[src/rtl/core/bdr_pkg.sv]
// shared types and constants of the box downsampler
`timescale 1ns / 1ps

package bdr_pkg;

    localparam int PIX_W             = 8;
    localparam int NUM_CH            = 3;
    localparam int SCALE_W           = 4;
    localparam int OUTW_W            = 11;
    localparam int CFG_IDX_W         = 2;
    localparam int CFG_DATA_W        = 11;
    localparam int DEF_MAX_OUT_WIDTH = 1024;
    localparam int DEF_MAX_FACTOR    = 8;
    localparam int TASKQ_DEPTH       = 4;

    localparam logic [CFG_IDX_W-1:0] CFG_SCALE_FACTOR = 2'd0;
    localparam logic [CFG_IDX_W-1:0] CFG_OUT_WIDTH    = 2'd1;

    localparam logic [SCALE_W-1:0] SCALE_RESET = 4'd4;
    localparam logic [OUTW_W-1:0]  OUTW_RESET  = 11'd128;

    // what the back end must do with one finished block row segment
    typedef struct packed {
        logic first_row;
        logic last_row;
        logic row_end;
        logic frame_end;
    } task_ctrl_t;

    typedef struct packed {
        logic row_end;
        logic frame_end;
    } out_flags_t;

endpackage

[src/rtl/core/bdr_front.sv]
// front end: config registers, pixel intake, block position counters and row segment sums
`timescale 1ns / 1ps

module bdr_front #(
    parameter int MAX_OUT_WIDTH = bdr_pkg::DEF_MAX_OUT_WIDTH,
    parameter int MAX_FACTOR    = bdr_pkg::DEF_MAX_FACTOR,
    localparam int FW    = $clog2(MAX_FACTOR + 1),
    localparam int XW    = $clog2(MAX_OUT_WIDTH),
    localparam int BLK_W = $clog2(MAX_FACTOR * ((1 << bdr_pkg::PIX_W) - 1) + 1)
) (
    input  logic                                     clk,
    input  logic                                     rst_n,
    input  logic                                     cfg_write,
    input  logic [bdr_pkg::CFG_IDX_W-1:0]            cfg_index,
    input  logic [bdr_pkg::CFG_DATA_W-1:0]           cfg_data,
    input  logic                                     s_axis_tvalid,
    output logic                                     s_axis_tready,
    input  logic [bdr_pkg::NUM_CH*bdr_pkg::PIX_W-1:0] s_axis_tdata,
    output logic [FW-1:0]                            f_eff,
    input  logic                                     q_full,
    output logic                                     q_push,
    output bdr_pkg::task_ctrl_t                      q_ctrl,
    output logic [XW-1:0]                            q_col,
    output logic [bdr_pkg::NUM_CH*BLK_W-1:0]         q_sum
);

    localparam int PIX_W  = bdr_pkg::PIX_W;
    localparam int NUM_CH = bdr_pkg::NUM_CH;
    localparam int WW     = $clog2(MAX_OUT_WIDTH + 1);
    localparam int SCW    = (FW > bdr_pkg::SCALE_W) ? FW : bdr_pkg::SCALE_W;
    localparam int OWW    = (WW > bdr_pkg::OUTW_W) ? WW : bdr_pkg::OUTW_W;

    logic [bdr_pkg::SCALE_W-1:0]  scale_factor_reg;
    logic [bdr_pkg::OUTW_W-1:0]   out_width_reg;
    logic [FW-1:0]                sub_x_reg;
    logic [FW-1:0]                sub_x_next;
    logic [FW-1:0]                sub_y_reg;
    logic [FW-1:0]                sub_y_next;
    logic [XW-1:0]                out_x_reg;
    logic [XW-1:0]                out_x_next;
    logic [XW-1:0]                out_y_reg;
    logic [XW-1:0]                out_y_next;
    logic [NUM_CH-1:0][BLK_W-1:0] block_sum_reg;
    logic [NUM_CH-1:0][BLK_W-1:0] block_sum_next;
    logic [NUM_CH-1:0][BLK_W-1:0] seg_sum;
    logic [SCW-1:0]               sc_ext;
    logic [OWW-1:0]               ow_ext;
    logic [WW-1:0]                w_eff;
    logic [FW-1:0]                sx1;
    logic [FW-1:0]                sy1;
    logic [WW-1:0]                xx1;
    logic [WW-1:0]                yy1;
    logic                         accept;
    logic                         block_end;
    logic                         band_last;
    logic                         row_last;
    logic                         col_last;

    assign s_axis_tready = !q_full;
    assign accept        = s_axis_tvalid && !q_full;

    // out-of-range register values are clamped into the legal range
    always_comb
    begin
        sc_ext = SCW'(scale_factor_reg);
        ow_ext = OWW'(out_width_reg);
        if (sc_ext == '0)
        begin
            f_eff = FW'(1);
        end
        else if (sc_ext > SCW'(MAX_FACTOR))
        begin
            f_eff = FW'(MAX_FACTOR);
        end
        else
        begin
            f_eff = FW'(sc_ext);
        end
        if (ow_ext == '0)
        begin
            w_eff = WW'(1);
        end
        else if (ow_ext > OWW'(MAX_OUT_WIDTH))
        begin
            w_eff = WW'(MAX_OUT_WIDTH);
        end
        else
        begin
            w_eff = WW'(ow_ext);
        end
    end

    // end tests are counter + 1 >= limit so a shrunk limit still closes things off
    assign sx1       = sub_x_reg + 1'b1;
    assign sy1       = sub_y_reg + 1'b1;
    assign xx1       = WW'(out_x_reg) + 1'b1;
    assign yy1       = WW'(out_y_reg) + 1'b1;
    assign block_end = (sx1 >= f_eff);
    assign band_last = (sy1 >= f_eff);
    assign row_last  = (xx1 >= w_eff);
    assign col_last  = (yy1 >= w_eff);

    always_comb
    begin
        for (int c = 0; c < NUM_CH; c++)
        begin
            seg_sum[c] = block_sum_reg[c] + BLK_W'(s_axis_tdata[c*PIX_W +: PIX_W]);
        end
    end

    always_comb
    begin
        sub_x_next     = sub_x_reg;
        sub_y_next     = sub_y_reg;
        out_x_next     = out_x_reg;
        out_y_next     = out_y_reg;
        block_sum_next = block_sum_reg;
        if (accept)
        begin
            if (!block_end)
            begin
                sub_x_next     = sx1;
                block_sum_next = seg_sum;
            end
            else
            begin
                sub_x_next     = '0;
                block_sum_next = '0;
                if (row_last)
                begin
                    out_x_next = '0;
                    if (band_last)
                    begin
                        sub_y_next = '0;
                        out_y_next = col_last ? '0 : XW'(yy1);
                    end
                    else
                    begin
                        sub_y_next = sy1;
                    end
                end
                else
                begin
                    out_x_next = XW'(xx1);
                end
            end
        end
    end

    assign q_push           = accept && block_end;
    assign q_ctrl.first_row = (sub_y_reg == '0);
    assign q_ctrl.last_row  = band_last;
    assign q_ctrl.row_end   = row_last;
    assign q_ctrl.frame_end = row_last && col_last;
    assign q_col            = out_x_reg;
    assign q_sum            = seg_sum;

    always_ff @(posedge clk or negedge rst_n)
    begin
        if (!rst_n)
        begin
            scale_factor_reg <= bdr_pkg::SCALE_RESET;
            out_width_reg    <= bdr_pkg::OUTW_RESET;
        end
        else if (cfg_write)
        begin
            case (cfg_index)
                bdr_pkg::CFG_SCALE_FACTOR:
                begin
                    scale_factor_reg <= cfg_data[bdr_pkg::SCALE_W-1:0];
                end
                bdr_pkg::CFG_OUT_WIDTH:
                begin
                    out_width_reg <= cfg_data[bdr_pkg::OUTW_W-1:0];
                end
                default:
                begin
                end
            endcase
        end
    end

    always_ff @(posedge clk or negedge rst_n)
    begin
        if (!rst_n)
        begin
            sub_x_reg     <= '0;
            sub_y_reg     <= '0;
            out_x_reg     <= '0;
            out_y_reg     <= '0;
            block_sum_reg <= '0;
        end
        else
        begin
            sub_x_reg     <= sub_x_next;
            sub_y_reg     <= sub_y_next;
            out_x_reg     <= out_x_next;
            out_y_reg     <= out_y_next;
            block_sum_reg <= block_sum_next;
        end
    end

endmodule

[config.mk]
export PLATFORM = sky130hd
export DESIGN_NAME = bdr_front
export DESIGN_NICKNAME = d
export VERILOG_FILES = /design/src/rtl/core/bdr_pkg.sv /design/src/rtl/core/bdr_front.sv
export SDC_FILE = /design/constraint.sdc
export NUM_CORES = 1
export LEC_CHECK = 0
export BUFFER_PORTS_ARGS = -buffer_cell sky130_fd_sc_hd__clkbuf_2
export CAP_MARGIN = 10
export CORE_ASPECT_RATIO = 2
export CORE_UTILIZATION = 52
export DETAILED_ROUTE_END_ITERATION = 10
export PLACE_DENSITY = 0.78
export SETUP_SLACK_MARGIN = 0.02
export SLEW_MARGIN = 15
export SYNTH_ARGS = -nofsm -noshare
export SYNTH_HDL_FRONTEND = slang
export SYNTH_SLANG_ARGS = --single-unit
[constraint.sdc]
create_clock -name clk -period 2.71 [get_ports clk]
set_input_delay 0.1355 -clock clk [delete_from_list [all_inputs] [get_ports clk]]
set_output_delay 0.1355 -clock clk [all_outputs]
set_load 0.01 [all_outputs]
==> results.sh <==
export IMPL_outcome="complete, but fails checks"
export IMPL_failing_checks="setup timing"
export IMPL_rows=52
export IMPL_relSlewSlack_pct=34.0
export IMPL_skew_ns=0.00464
export IMPL_num_fill_cells=719
export IMPL_ys_warnings_count=0
export IMPL_finalCoreUtilization_pct=70.2
export IMPL_layout_min_cycle_time_ns=2.90
export IMPL_synthToLayoutAreaGrowth_pct=32.1
export IMPL_largest_register_ff_count=33
export IMPL_clock_tree_from_tritoncts="yes"
export IMPL_grt_overflow_total=0
export IMPL_firstDrtPassIters=7
export IMPL_insertedDiodeCount=0
export IMPL_asyncSetResetFlopFracSynth_pct=100
export IMPL_pwr_share_comb_pct=54.2
export IMPL_grt_pass1_wl_mm=24.3
export IMPL_ir_drop_mv=0.660
export IMPL_arrival_ns=3.13
export IMPL_synthDominantAreaCellType="sky130_fd_sc_hd__dfrtp_1"
export IMPL_cts_max_path_buffers=2
export IMPL_boundaryPins=95
export IMPL_synth_area_um2=5360
export IMPL_ant_nets=0
export IMPL_floorplan_core_area_um2=10100
export IMPL_grt_start_max_net_pins=77
export IMPL_wl_per_cell_um=18.5
export IMPL_h_tree_levels=3
export IMPL_critPathRequiredTime_ns=2.94
export IMPL_dpl_instance_area_um2=6230
export IMPL_final_setup_viol_count=14
export IMPL_synth_main_ff_cell="sky130_fd_sc_hd__dfrtp_1"
export IMPL_setup_total_negative_slack_ns=-2.13
export IMPL_initial_antenna_violation_count=0
export IMPL_seq_area_frac_synth_pct=35.5
export IMPL_synth_top_cell_area_share_pct=34.6
export IMPL_final_area_um2=7080
export IMPL_dp_final_hpwl_mm=10.6
export IMPL_dieArea_um2=10700
export IMPL_worstMarginPinSlew_ns=0.990
export IMPL_clk_pin_slew_worst_paths_ns=0.06
export IMPL_via_count=4922
export IMPL_critPathLaunchType="register"
export IMPL_sw_frac_of_total_pct=41.0
export IMPL_hold_viol=0
export IMPL_numCtsBuffers=9
export IMPL_grt_pass1_vias=5118
export IMPL_floorplan_die_height_um=146
export IMPL_clock_tree_root_cell="sky130_fd_sc_hd__clkbuf_16"
export IMPL_maxSlewViolCount=0
export IMPL_finalCritPeriodShare_pct=107
export IMPL_worstSkewPairLatency_ns=0.34
export IMPL_internal_power_component_w=0.00407
export IMPL_postSynthRegisterBits=76
export IMPL_wl_mm=15.6
export IMPL_critical_path_max_fanout=8
export IMPL_synth_avg_cell_area_um2=9.65
export IMPL_floorplan_die_width_um=73.8
export IMPL_tritoncts_sinks=76
export IMPL_finalWorstSetupSlack_ns=-0.195
export IMPL_grt_setup_unrepaired="true"
export IMPL_power_frac_clock_pct=20.6
export IMPL_drtIter0Drc=202
export IMPL_pre_cts_slack_ns=-0.186
export IMPL_detail_route_drc_violations=0
export IMPL_powerDensity_nw_per_um2=974
export IMPL_synth_nets=659
export IMPL_hold_path_class="primary input to register"
export IMPL_via_per_inst=5.86
export IMPL_cell_count_after_synthesis=555
export IMPL_globalplace_congestion=0.911
export IMPL_end_kind="register"
export IMPL_worst_setup_path_type="register to register"
export IMPL_hold_worst_slack_ns=0.0326
export IMPL_max_freq_mhz=344
export IMPL_synth_area_leaders="sky130_fd_sc_hd__dfrtp_1 35%, sky130_fd_sc_hd__ha_1 14%, sky130_fd_sc_hd__a22o_1 4.4%, sky130_fd_sc_hd__mux2_2 3.4%, sky130_fd_sc_hd__xnor2_1 3.3%"
export IMPL_layout_drive_gt1_share_pct=37.2
export IMPL_initial_util_pct=53.1
export IMPL_power_sequential_fraction_pct=25.2
export IMPL_static_leakage_power_nw=3.55
export IMPL_synth_lib_cells_used_distinct=61
export IMPL_grt_usage_pct=29.8
export IMPL_netSwitchingPower_w=0.00283
export IMPL_fin_nets=804
export IMPL_synth_enable_flop_cells=0
export IMPL_buffer_ports_inserted=94
export IMPL_drv_max_cap_violation_count=0
==> worst max-delay path, cell delays in order (launching register included) <==
cell and delay (ns):
sky130_fd_sc_hd__dfrtp_2 0.36, sky130_fd_sc_hd__and3_4 0.20, sky130_fd_sc_hd__and3_4 0.23, sky130_fd_sc_hd__nand3_4 0.09
sky130_fd_sc_hd__xnor2_2 0.16, sky130_fd_sc_hd__ha_1 0.36, sky130_fd_sc_hd__nand3_2 0.09, sky130_fd_sc_hd__nor2_2 0.12
sky130_fd_sc_hd__a221oi_2 0.09, sky130_fd_sc_hd__o21a_2 0.27, sky130_fd_sc_hd__buf_12 0.14, sky130_fd_sc_hd__nor3_4 0.17
sky130_fd_sc_hd__buf_12 0.17, sky130_fd_sc_hd__mux2_2 0.33
==> area by class of cell <==
type / instances / area, µm² / area share, %
Multi-Input combinational cell: 426 / 3540 / 50.0
Clock inverter: 6 / 111 / 1.57
Timing Repair Buffer: 152 / 972 / 13.7
Tap cell: 135 / 169 / 2.39
Sequential cell: 76 / 1910 / 27.0
Inverter: 35 / 136 / 1.93
Clock buffer: 10 / 239 / 3.38
==> placed cells by master (no fill, tap or decap), types with 7 or more instances in the layout <==
| master | netlist | routed |
|---|---|---|
| sky130_fd_sc_hd__xor2_1 | 20 | 19 |
| sky130_fd_sc_hd__nand3_1 | 22 | 16 |
| sky130_fd_sc_hd__buf_4 | 3 | 51 |
| sky130_fd_sc_hd__dfrtp_1 | 74 | 67 |
| sky130_fd_sc_hd__a22o_1 | 27 | 27 |
| sky130_fd_sc_hd__dfrtp_2 | 0 | 7 |
| sky130_fd_sc_hd__nand2b_1 | 13 | 13 |
| sky130_fd_sc_hd__a21oi_1 | 26 | 22 |
| sky130_fd_sc_hd__o21ai_0 | 11 | 11 |
| sky130_fd_sc_hd__o21ai_1 | 25 | 21 |
| sky130_fd_sc_hd__mux2_2 | 16 | 15 |
| sky130_fd_sc_hd__clkbuf_16 | 0 | 9 |
| sky130_fd_sc_hd__ha_1 | 59 | 55 |
| sky130_fd_sc_hd__xnor2_1 | 20 | 15 |
| sky130_fd_sc_hd__inv_1 | 32 | 32 |
| sky130_fd_sc_hd__nor2b_1 | 7 | 7 |
| sky130_fd_sc_hd__a31oi_1 | 12 | 12 |
| sky130_fd_sc_hd__o21a_2 | 6 | 7 |
| sky130_fd_sc_hd__clkbuf_2 | 0 | 90 |
| sky130_fd_sc_hd__nor2_1 | 26 | 22 |
| sky130_fd_sc_hd__nand2_1 | 38 | 37 |
==> synth_stat cells (all sizes together), types with 2 or more instances <==
cell and n:
a2111oi 3, a21boi 9, a21o 6, a21oi 28, a22o 27, a31oi 12, a41o 2, and2 3
and3 11, buf 6, clkbuf 12, dfrtp 74, dfstp 2, fa 3, ha 59, inv 34
mux2 22, nand2 39, nand2b 13, nand3 22, nand4 2, nor2 28, nor2b 7, nor3 7
nor3b 5, nor4 2, o2111ai 2, o211ai 2, o21a 13, o21ai 36, o22ai 4, o2bb2ai 3
o31ai 3, or2 4, xnor2 20, xor2 20
==> repair_timing <==
action	in CTS	in global routing
gates resized for setup	28	40
buffers inserted	10	11
endpoints found under the setup margin	27	39
hold endpoints to repair	15	0
hold buffers	1	0
pin swaps	17	20
==> kinds of logic after synthesis <==
family                   count (synthesis)  share of synthesized area (%)
buffers and inverters                   53                           4.09
AND/OR/NAND/NOR                        146                           13.9
AO/OA/AOI/OAI                          155                           20.2
XOR/XNOR                                40                           6.54
multiplexers                            23                           4.81
adder cells (fa/ha/maj)                 62                           14.9
flip-flops                              76                           35.5
==> stage by stage <==
step	total power [W]	instances
after floorplan	0.00390	555
after global placement	0.00490	802
after detailed placement	0.00502	802
after CTS	0.00661	829
after global routing	0.00734	840
final	0.00689	840
==> metal layers <==
metal	up-vias	global-route usage (%)	part of all wire [%]
li1	2293	-	-
met1	2390	29.9	34
met2	178	53.9	56
met3	61	6.51	4.3
met4	0	17.5	5.0
met5	-	0	0
==> final timing paths <==
check                                 start               end  slack (ns)  cells past startpoint
max reg2reg                        q_col[2]      out_y_reg[9]       -0.19                     13
max in group asynchronous             rst_n         sc_ext[1]        1.50                      2
min in group asynchronous             rst_n          q_col[1]        0.48                      2
min                             cfg_data[6]  out_width_reg[6]        0.03                      2
max                                q_col[2]      out_y_reg[9]       -0.19                     13
min reg2reg                block_sum_reg[6]  block_sum_reg[6]        0.49                      2
==> power by group through the flow <==
stage | logic, W | clock network (W) | registers, W
global placement | 0.00318 | 0 | 0.00172
detailed placement | 0.00329 | 0 | 0.00173
global route | 0.00409 | 0.00147 | 0.00178
CTS | 0.00345 | 0.00143 | 0.00172
floorplan | 0.00224 | 0 | 0.00167
finish | 0.00374 | 0.00142 | 0.00174
Power figures use the tool's default switching activity.
