### src/rtl/core/bdr_pkg.sv
// shared types and constants of the box downsampler
`timescale 1ns / 1ps

package bdr_pkg;

    localparam int PIX_W             = 8;
    localparam int NUM_CH            = 3;
    localparam int SCALE_W           = 4;
    localparam int OUTW_W            = 11;
    localparam int CFG_IDX_W         = 2;
    localparam int CFG_DATA_W        = 11;
    localparam int DEF_MAX_OUT_WIDTH = 1024;
    localparam int DEF_MAX_FACTOR    = 8;
    localparam int TASKQ_DEPTH       = 4;

    localparam logic [CFG_IDX_W-1:0] CFG_SCALE_FACTOR = 2'd0;
    localparam logic [CFG_IDX_W-1:0] CFG_OUT_WIDTH    = 2'd1;

    localparam logic [SCALE_W-1:0] SCALE_RESET = 4'd4;
    localparam logic [OUTW_W-1:0]  OUTW_RESET  = 11'd128;

    // what the back end must do with one finished block row segment
    typedef struct packed {
        logic first_row;
        logic last_row;
        logic row_end;
        logic frame_end;
    } task_ctrl_t;

    typedef struct packed {
        logic row_end;
        logic frame_end;
    } out_flags_t;

endpackage

### src/rtl/core/bdr_fifo.sv
// short task queue between front and back end
`timescale 1ns / 1ps

module bdr_fifo #(
    parameter int DATA_W = 8,
    parameter int DEPTH  = bdr_pkg::TASKQ_DEPTH
) (
    input  logic              clk,
    input  logic              rst_n,
    input  logic              push,
    input  logic [DATA_W-1:0] din,
    output logic              full,
    input  logic              pop,
    output logic [DATA_W-1:0] dout,
    output logic              empty
);

    localparam int PW = (DEPTH > 1) ? $clog2(DEPTH) : 1;
    localparam int CW = $clog2(DEPTH + 1);

    logic [DATA_W-1:0] slot_reg [DEPTH];
    logic [PW-1:0]     wr_ptr_reg;
    logic [PW-1:0]     wr_ptr_next;
    logic [PW-1:0]     rd_ptr_reg;
    logic [PW-1:0]     rd_ptr_next;
    logic [CW-1:0]     count_reg;
    logic [CW-1:0]     count_next;
    logic              do_push;
    logic              do_pop;

    assign full    = (count_reg == CW'(DEPTH));
    assign empty   = (count_reg == '0);
    assign do_push = push && !full;
    assign do_pop  = pop && !empty;
    assign dout    = slot_reg[rd_ptr_reg];

    always_comb
    begin
        wr_ptr_next = wr_ptr_reg;
        rd_ptr_next = rd_ptr_reg;
        count_next  = count_reg;
        if (do_push)
        begin
            wr_ptr_next = (wr_ptr_reg == PW'(DEPTH - 1)) ? '0 : wr_ptr_reg + 1'b1;
        end
        if (do_pop)
        begin
            rd_ptr_next = (rd_ptr_reg == PW'(DEPTH - 1)) ? '0 : rd_ptr_reg + 1'b1;
        end
        if (do_push && !do_pop)
        begin
            count_next = count_reg + 1'b1;
        end
        else if (do_pop && !do_push)
        begin
            count_next = count_reg - 1'b1;
        end
    end

    always_ff @(posedge clk or negedge rst_n)
    begin
        if (!rst_n)
        begin
            wr_ptr_reg <= '0;
            rd_ptr_reg <= '0;
            count_reg  <= '0;
        end
        else
        begin
            wr_ptr_reg <= wr_ptr_next;
            rd_ptr_reg <= rd_ptr_next;
            count_reg  <= count_next;
        end
    end

    always_ff @(posedge clk)
    begin
        if (do_push)
        begin
            slot_reg[wr_ptr_reg] <= din;
        end
    end

endmodule

### config.mk
export PLATFORM = sky130hd
export DESIGN_NAME = bdr_fifo
export DESIGN_NICKNAME = d
export VERILOG_FILES = /design/src/rtl/core/bdr_pkg.sv /design/src/rtl/core/bdr_fifo.sv
export SDC_FILE = /design/constraint.sdc
export NUM_CORES = 1
export LEC_CHECK = 0
export BUFFER_PORTS_ARGS = -buffer_cell sky130_fd_sc_hd__buf_2
export CAP_MARGIN = 15
export CORE_MARGIN = 3
export CORE_UTILIZATION = 63
export CTS_BUF_LIST = sky130_fd_sc_hd__clkbuf_8
export CTS_CLUSTER_DIAMETER = 30
export DETAILED_ROUTE_END_ITERATION = 7
export PLACE_DENSITY = 0.82
export SLEW_MARGIN = 25
export SYNTH_ARGS = -nofsm -noshare
export SYNTH_HDL_FRONTEND = slang
export SYNTH_SLANG_ARGS = --single-unit
export TNS_END_PERCENT = 10
### constraint.sdc
create_clock -name clk -period 3.75 [get_ports clk]
set_clock_uncertainty 0.1 [all_clocks]
set_input_delay 0.1875 -clock clk [delete_from_list [all_inputs] [get_ports clk]]
set_output_delay 0.1875 -clock clk [all_outputs]
set_load 0.005 [all_outputs]
==> flow_metrics.tcl, run 1 <==
set metrics [dict create \
    syn2layout_area_growth_pct 13.7 \
    root_buffer "clkbuf_8" \
    regArea_mm2 0.00114 \
    synth_area_per_cell_um2 20.5 \
    antenna_found_initial 0 \
    path_class "reg -> reg" \
    synth_cells 79 \
    routed_wl_mm 2.33 \
    post-route-min-period_ns 2.14 \
    worstSetupEndpointType "register" \
    fin_crit_sh 0.570 \
    wl_per_cell_um 17.3 \
    grt_pass1_vias 806 \
    clock_latency_ns 0.28 \
    finalSetupViolations 0 \
    synth-seq-cells 39 \
    worst_ep_arrival_time_ns 2.25 \
    cp_slowest_stage_delay_ns 0.42 \
    holdPathStages 1 \
    synth_nets 98 \
    place_inst 125 \
    grt_max_degree 12 \
    worst-path-max-fanout 7 \
    path_delay_family "adder cells" \
    cts_buffers 5 \
    largest_reg_flops 32 \
    start_kind "register" \
    die-width_um 56.7 \
    netlist_area_mm2 0.00162 \
    synth_warnings 0 \
    slowest_stage "dfrtp_1" \
    hp-start "din[7]" \
    cts_buffer_depth 2 \
    hpwl_mm 1.60 \
    io_pins 22 \
    multi_input_area_um2 453 \
    worst_path_most_repeated_cell "xor2_1" \
    rows 17 \
    status "finished, final reports clean" \
    numPortBuffers 21 \
    htree_levels 2 \
    rr_startpoint "count_reg[2]" \
    gp_congestion 0.743 \
    track_usage 0.174 \
    reg2regPathDepth 8 \
    overflow 0 \
    max_freq_mhz 467 \
    post_cts_buffers 0 \
    tns_ns 0 \
    clock-sinks 39 \
    fill_cells 117 \
    whs_endpoint "slot_reg[2][7]" \
    num_antenna_cells 0 \
    postRouteAntennaNets 0 \
    start_util 0.699 \
    tightest_slew_ns 0.594 \
    regToRegSetupSlack_ns 1.61 \
    chipHeight_um 56.7 \
    core_mm2 0.00232 \
    vias_per_cell 5.50 \
    die-area_mm2 0.00322 \
    yosysUniqueCellTypes 19 \
    grt_pass1_wl_mm 3.90 \
    hold_viol 0 \
    powerDensity_mw_per_mm2 737 \
    peakVddDrop_mv 0.510 \
    seq_area_frac_synth 0.701 \
    worst_r2r_endpoint "count_reg[2]" \
    layoutNonFillerInstCount 135 \
    critPathBufInv 1 \
    drive_above_1_share 0.439 \
    slew_headroom 0.604 \
    path_clk_slew_ns 0.07 \
    vias 742 \
    maxCapViolations 0 \
    total_leakage_power_nw 0.712 \
    route.detailed.drc 0 \
    rsz0062_at_grt "no" \
    drtIter0Drc 17 \
    hold_path.class "in -> reg" \
    final_core_util 0.794 \
    slew_viol_final 0 \
    cts_tree "yes" \
    firstDrtPassIters 4 \
    critPathRequiredTime_ns 3.86 \
    final_nets 125 \
    path_cells "nor3b_4, nor2b_2, ha_1, inv_1, fa_1, xor2_1, nor2_1, xor2_1" \
]
[cell type report]
| cell class | count | area share |
|---|---|---|
| flip-flops and latches | 39 | 0.617 |
| repair buffers | 23 | 0.0679 |
| inverters | 3 | 0.00611 |
| clock inverters | 3 | 0.00679 |
| multi-input cells | 34 | 0.246 |
| clock buffers | 5 | 0.0374 |
| well taps | 28 | 0.0190 |
[per-stage QoR]
| step | hold slack [ns] | setup slack, ns | cell area (µm²) | total power, mW |
|---|---|---|---|---|
| final | 0.0215 | 1.61 | 1840 | 1.36 |
| after global routing | 0.00330 | 1.47 | 1840 | 1.46 |
| after CTS | 0.00431 | 1.57 | 1830 | 1.38 |
| after detailed placement | -0.0676 | 1.60 | 1740 | 1.13 |
| after global placement | -0.0692 | 1.68 | 1740 | 1.10 |
| after floorplan | -0.208 | 1.71 | 1620 | 0.988 |
[layout by cell type (no fill, tap or decap)]
cell type	n
edfxtp_1	32
buf_2	21
mux4_2	8
dfrtp_1	7
ha_1	6
inv_1	5
clkbuf_8	5
and2_2	4
mux2_2	3
nor2_1	3
mux2_4	2
xor2_1	2
dlygate4sd3_1	2
nor3b_4	1
nor2b_2	1
nor3_1	1
nand2b_4	1
xnor2_1	1
fa_1	1
clkinv_2	1
[report_power, final]
part / internal [mW] / switching (mW)
clock network: 0.125 / 0.127
registers: 0.587 / 0.106
logic: 0.252 / 0.162
[worst reg2reg max path, stage by stage, from the launching register on]
cell and delay [ns]:
dfrtp_1 0.42, nor3b_4 0.17, nor2b_2 0.28, ha_1 0.25
inv_1 0.06, fa_1 0.37, xor2_1 0.16, nor2_1 0.11
xor2_1 0.14
[cell usage after synthesis]
cell | instances | area (µm²)
nor2_1 | 3 | 11.3
edfxtp_1 | 32 | 961
buf_2 | 1 | 5.00
mux2_4 | 2 | 30.0
and2_2 | 4 | 30.0
nor3_1 | 1 | 5.00
buf_6 | 1 | 11.3
dfrtp_1 | 7 | 175
nor3b_4 | 1 | 18.8
fa_1 | 1 | 20.0
ha_1 | 6 | 75.1
mux2_2 | 3 | 33.8
nand2b_4 | 1 | 13.8
xnor2_1 | 1 | 8.76
buf_1 | 1 | 3.75
inv_1 | 3 | 11.3
xor2_1 | 2 | 17.5
mux4_2 | 8 | 180
nor2b_2 | 1 | 8.76
[what timing repair did]
action                                 4_1_cts  5_1_grt
resized for setup                            0        0
endpoints found under the hold margin        7        4
hold buffers                                 1        1
[metal layers]
layer	track usage	vias up	part of all wire
li1	-	353	-
met2	0.299	18	0.54
met3	0.0805	2	0.054
met1	0.184	369	0.40
met5	0	-	0
met4	0.0712	0	0.0047
[kinds of logic (layout without fill, tap and decap cells)]
logic type | Yosys count | in the layout | synth area share
xor gates and xnor gates | 3 | 3 | 0.0162
buffers and inverters | 6 | 34 | 0.0193
DFF | 39 | 39 | 0.701
and+or+nand+nor | 11 | 11 | 0.0541
muxes | 13 | 13 | 0.151
adders and majority gates | 7 | 7 | 0.0587
[worst max path at each step]
stage | to | from | depth (start not counted)
floorplan | count_reg[2] | count_reg[0] | 8
finish | count_reg[2] | count_reg[2] | 8
global placement | count_reg[2] | count_reg[0] | 8
detailed placement | count_reg[2] | count_reg[0] | 8
global route | count_reg[2] | count_reg[0] | 8
CTS | count_reg[2] | count_reg[0] | 8
Power figures use the tool's default switching activity.
==> inputs of run 2 (changes only) <==
CORE_UTILIZATION = 53   (was 63)
PLACE_DENSITY = 0.73   (was 0.82)
clock period = 1.78 ns   (was 3.75 ns; I/O delays follow)
==> flow_metrics.tcl, run 2 (same netlist as run 1, synthesis figures left out) <==
set metrics [dict create \
    status "finished, violations left" \
    violations "setup timing" \
    max_freq_mhz 534 \
    worst-path-max-fanout 4 \
    p_clk_frac 0.179 \
    vias 849 \
    start_kind "register" \
    p_switching_uw 926 \
    grt_max_degree 13 \
    die-area_mm2 0.00376 \
    fill_cells 162 \
    power.total_mw 3.26 \
    critPathRequiredTime_ns 1.85 \
    htree_levels 2 \
    pwr-share-seq 0.440 \
    cts_tree "yes" \
    powerDensity_mw_per_mm2 1560 \
    place_area_mm2 0.00184 \
    cts_buffer_depth 2 \
    worst_ep_arrival_time_ns 1.94 \
    rows 19 \
    overflow 0 \
    fin_crit_sh 1.05 \
    vias_per_cell 5.34 \
    maxCapViolations 0 \
    grt_pass1_wl_mm 4.15 \
    final_nets 146 \
    route.detailed.drc 0 \
    postRouteAntennaNets 0 \
    io_pins 22 \
    layout_commonest_cell "edfxtp_1" \
    routed_wl_mm 2.59 \
    start_util 0.573 \
    firstDrtPassIters 4 \
    sw_frac_of_total 0.284 \
    grt_pass1_vias 864 \
    core_mm2 0.00283 \
    mostFrequentLayoutCells "edfxtp_1 (32), buf_2 (21), buf_4 (13), dlygate4sd3_1 (9), mux4_2 (8)" \
    total_leakage_power_nw 0.824 \
    gp_congestion 0.644 \
    antenna_found_initial 0 \
    tightest_slew_ns 0.403 \
    finalSetupViolations 2 \
    p_comb_frac 0.380 \
    final_core_util 0.736 \
    syn2layout_area_growth_pct 28.6 \
    setup_slack_ns -0.0917 \
    chipHeight_um 61.3 \
    clock-sinks 39 \
    design_area_mm2 0.00208 \
    pre_cts_slack_ns -0.152 \
    hpwl_mm 1.75 \
    die-width_um 61.3 \
    cts_buffers 5 \
    numPortBuffers 21 \
    slew_viol_final 0 \
    tns_ns -0.183 \
    clock_latency_ns 0.28 \
    track_usage 0.160 \
    post-route-min-period_ns 1.87 \
    slew_headroom 0.731 \
    internal_power_mw 2.33 \
    drive_above_1_share 0.547 \
    hold_viol 0 \
    rsz0062_at_grt "yes" \
    hold_path.class "in -> async" \
    drtIter0Drc 8 \
    root_buffer "clkbuf_8" \
    worstSetupEndpointType "register" \
    peakVddDrop_mv 1.09 \
    wl_per_cell_um 16.3 \
    num_antenna_cells 0 \
    path_clk_slew_ns 0.07 \
    path_class "reg -> reg" \
    largest_reg_flops 32 \
]
==> run 2: cell types whose count changed in the layout (fill, tap and decap cells not counted), sizes merged <==
cell | before | now
buf | 21 | 35
dlygate4sd3 | 2 | 9
clkbuf | 5 | 6
inv | 5 | 4
==> run 2: worst max-delay path: stages (launching register included) <==
cell and delay, ns:
dfrtp_2 0.46, nor3b_4 0.22, nor2b_2 0.08, ha_4 0.16, inv_2 0.05, fa_2 0.41
mux2_4 0.27
==> run 2: area by class of cell <==
cell class                 count  area (µm²)  share of cell area
clock inverter                 2        8.76             0.00420
tap                           31        38.8              0.0186
multi-input combinational     34         488               0.234
sequential                    39        1140               0.548
timing repair buffer          44         313               0.150
clock buffer                   6        82.6              0.0396
inverter                       3        11.3             0.00541
==> run 2: path summary, 6_finish.rpt <==
check | start | end | slack [ns] | cells after the start
max in group asynchronous | rst_n | count_reg[0] | 1.33 | 2
setup / recovery | count_reg[1] | count_reg[1] | -0.09 | 6
setup reg to reg | count_reg[1] | count_reg[1] | -0.09 | 6
hold / removal | rst_n | count_reg[2] | 0.07 | 2
hold reg to reg | wr_ptr_reg[1] | wr_ptr_reg[1] | 0.48 | 1
min in group clk | pop | count_reg[0] | 0.14 | 4
==> run 2: per-layer routing <==
metal	share of wire	track usage
met5	0	0
met3	0.032	0.0503
met2	0.53	0.275
met1	0.43	0.190
met4	0.013	0.0557
==> run 2: power groups by stage <==
stage | clock, mW | sequential, mW | combinational (mW)
6_report | 0.584 | 1.43 | 1.24
5_1_grt | 0.640 | 1.46 | 1.37
4_1_cts | 0.602 | 1.44 | 1.17
3_5_place_dp | 0 | 1.45 | 1.10
3_3_place_gp | 0 | 1.43 | 1.07
2_1_floorplan | 0 | 1.36 | 0.752
==> run 2: repair_timing <==
action	CTS	global route
hold buffers	9	0
endpoints found under the hold margin	39	0
buffers inserted	3	4
gates resized for setup	3	7
pin swaps	4	3
cloned	0	0
endpoints found under the setup margin	2	41
==> run 2: metrics by stage <==
stage                     hold WS [ns]  std cells
final                           0.0739        159
after global routing            0.0807        159
after CTS                       0.0677        156
after detailed placement        -0.164        136
after global placement          -0.169        136
after floorplan                 -0.307         79
==> inputs of run 3 (changes only) <==
BUFFER_PORTS_ARGS = default   (was -buffer_cell sky130_fd_sc_hd__buf_2)
CORE_UTILIZATION = 58   (was 53)
DONT_BUFFER_PORTS = 1   (was default)
PLACE_DENSITY = 0.72   (was 0.73)
==> flow_metrics.tcl, run 3 (same netlist as run 1, synthesis figures left out) <==
set metrics [dict create \
    drive_above_1_share 0.430 \
    place_inst 115 \
    path_class "reg -> reg" \
    post-route-min-period_ns 1.87 \
    clock-sinks 39 \
    firstDrtPassIters 4 \
    vias 756 \
    pre_cts_slack_ns -0.115 \
    wl_per_cell_um 17.6 \
    largest_reg_flops 32 \
    clock_latency_ns 0.28 \
    max_freq_mhz 534 \
    start_kind "register" \
    slowest_stage "dfrtp_2" \
    layoutNonFillerInstCount 137 \
    status "finished, violations left" \
    rsz0062_at_grt "yes" \
    powerDensity_mw_per_mm2 1530 \
    critPathRequiredTime_ns 1.89 \
    final_core_util 0.757 \
    cts_buffers 5 \
    total_leakage_power_nw 0.720 \
    place_area_mm2 0.00172 \
    worst-path-max-fanout 3 \
    hold_path.class "in -> reg" \
    cts_tree "yes" \
    maxCapViolations 0 \
    syn2layout_area_growth_pct 19.9 \
    root_buffer "clkbuf_8" \
    hold_viol 1 \
    violations "hold timing, setup timing" \
    postRouteAntennaNets 0 \
    slew_headroom 0.780 \
    drtIter0Drc 24 \
    track_usage 0.167 \
    layout_commonest_cell "edfxtp_1" \
    tightest_slew_ns 0.328 \
    final_nets 125 \
    fill_cells 157 \
    grt_max_degree 12 \
    num_antenna_cells 0 \
    hpwl_mm 1.53 \
    peakVddDrop_mv 1.22 \
    overflow 0 \
    route.detailed.drc 0 \
    worst_ep_arrival_time_ns 1.98 \
    die-width_um 58.9 \
    rows 18 \
    die-area_mm2 0.00346 \
    design_area_mm2 0.00194 \
    finalSetupViolations 2 \
    vias_per_cell 5.52 \
    mostFrequentLayoutCells "edfxtp_1 (32), buf_4 (14), dlygate4sd3_1 (9), mux4_2 (8)" \
    cp_slowest_stage_delay_ns 0.45 \
    htree_levels 2 \
    core_mm2 0.00257 \
    path_clk_slew_ns 0.07 \
    slew_viol_final 0 \
    cts_buffer_depth 2 \
    tns_ns -0.167 \
    numPortBuffers 0 \
    io_pins 22 \
    worstSetupEndpointType "register" \
    chipHeight_um 58.9 \
    holdWs_ns -0.00438 \
    power.total_mw 2.98 \
    grt_pass1_vias 796 \
    worst_path_most_repeated_cell "xor2_1" \
    grt_pass1_wl_mm 3.89 \
    routed_wl_mm 2.42 \
    fin_crit_sh 1.05 \
    start_util 0.631 \
    path_cells "nor3_4, nand2b_4, ha_4, inv_2, fa_2, xor2_1, nor2_1, xor2_1" \
    gp_congestion 0.701 \
    setup_slack_ns -0.0938 \
    antenna_found_initial 0 \
]
run 3: cell types whose count changed in the layout (fill, tap and decap cells not counted), sizes merged:
cell,change
clkbuf,-1
clkinv,+1
buf,-21
run 3: path summary, 6_finish.rpt:
check | from | endpoint | slack (ns) | depth (start not counted)
min | pop | count_reg[0] | -0.004 | 3
min reg2reg | count_reg[2] | count_reg[2] | 0.45 | 1
max in group asynchronous | rst_n | rd_ptr_reg[0] | 1.28 | 1
max | count_reg[1] | count_reg[2] | -0.09 | 8
min in group asynchronous | rst_n | count_reg[2] | 0.03 | 1
max reg2reg | count_reg[1] | count_reg[2] | -0.09 | 8
run 3: layout make-up:
| cell class | instances | area [µm²] | area share |
|---|---|---|---|
| clock buffers | 5 | 68.8 | 0.0354 |
| clock inverters | 3 | 11.3 | 0.00580 |
| inverters | 3 | 11.3 | 0.00580 |
| multi-input cells | 34 | 479 | 0.247 |
| flip-flops and latches | 39 | 1140 | 0.587 |
| well taps | 30 | 37.5 | 0.0193 |
| repair buffers | 23 | 195 | 0.100 |
run 3: layer usage:
layer / wire length [µm] / vias up / share of wire / global-route usage
met3: 139 / 6 / 0.057 / 0.0658
met5: 0 / - / 0 / 0
met2: 1260 / 21 / 0.52 / 0.273
met1: 947 / 373 / 0.39 / 0.184
li1: - / 356 / - / -
met4: 67 / 0 / 0.028 / 0.0971
run 3: where the power goes:
part | internal, mW | switching (mW) | total, mW | leakage (nW)
Clock | 0.261 | 0.270 | 0.531 | 0.0444
Sequential | 1.24 | 0.181 | 1.43 | 0.372
Combinational | 0.619 | 0.406 | 1.02 | 0.303
Total | 2.12 | 0.857 | 2.98 | 0.720
run 3: what timing repair did:
item / in CTS / in global routing
endpoints found under the setup margin: 10 / 2
hold endpoints to repair: 40 / 0
buffers inserted: 4 / 1
hold buffers: 9 / 0
gates resized for setup: 2 / 2
pin swaps: 3 / 2
run 3: critical path, delay by kind of cell (launching register included):
kind	cells	cell delay, ns
XOR/XNOR	2	0.29
AND/OR/NAND/NOR	3	0.47
adder cells (fa/ha/maj)	2	0.45
flip-flops	1	0.45
buffers and inverters	1	0.03
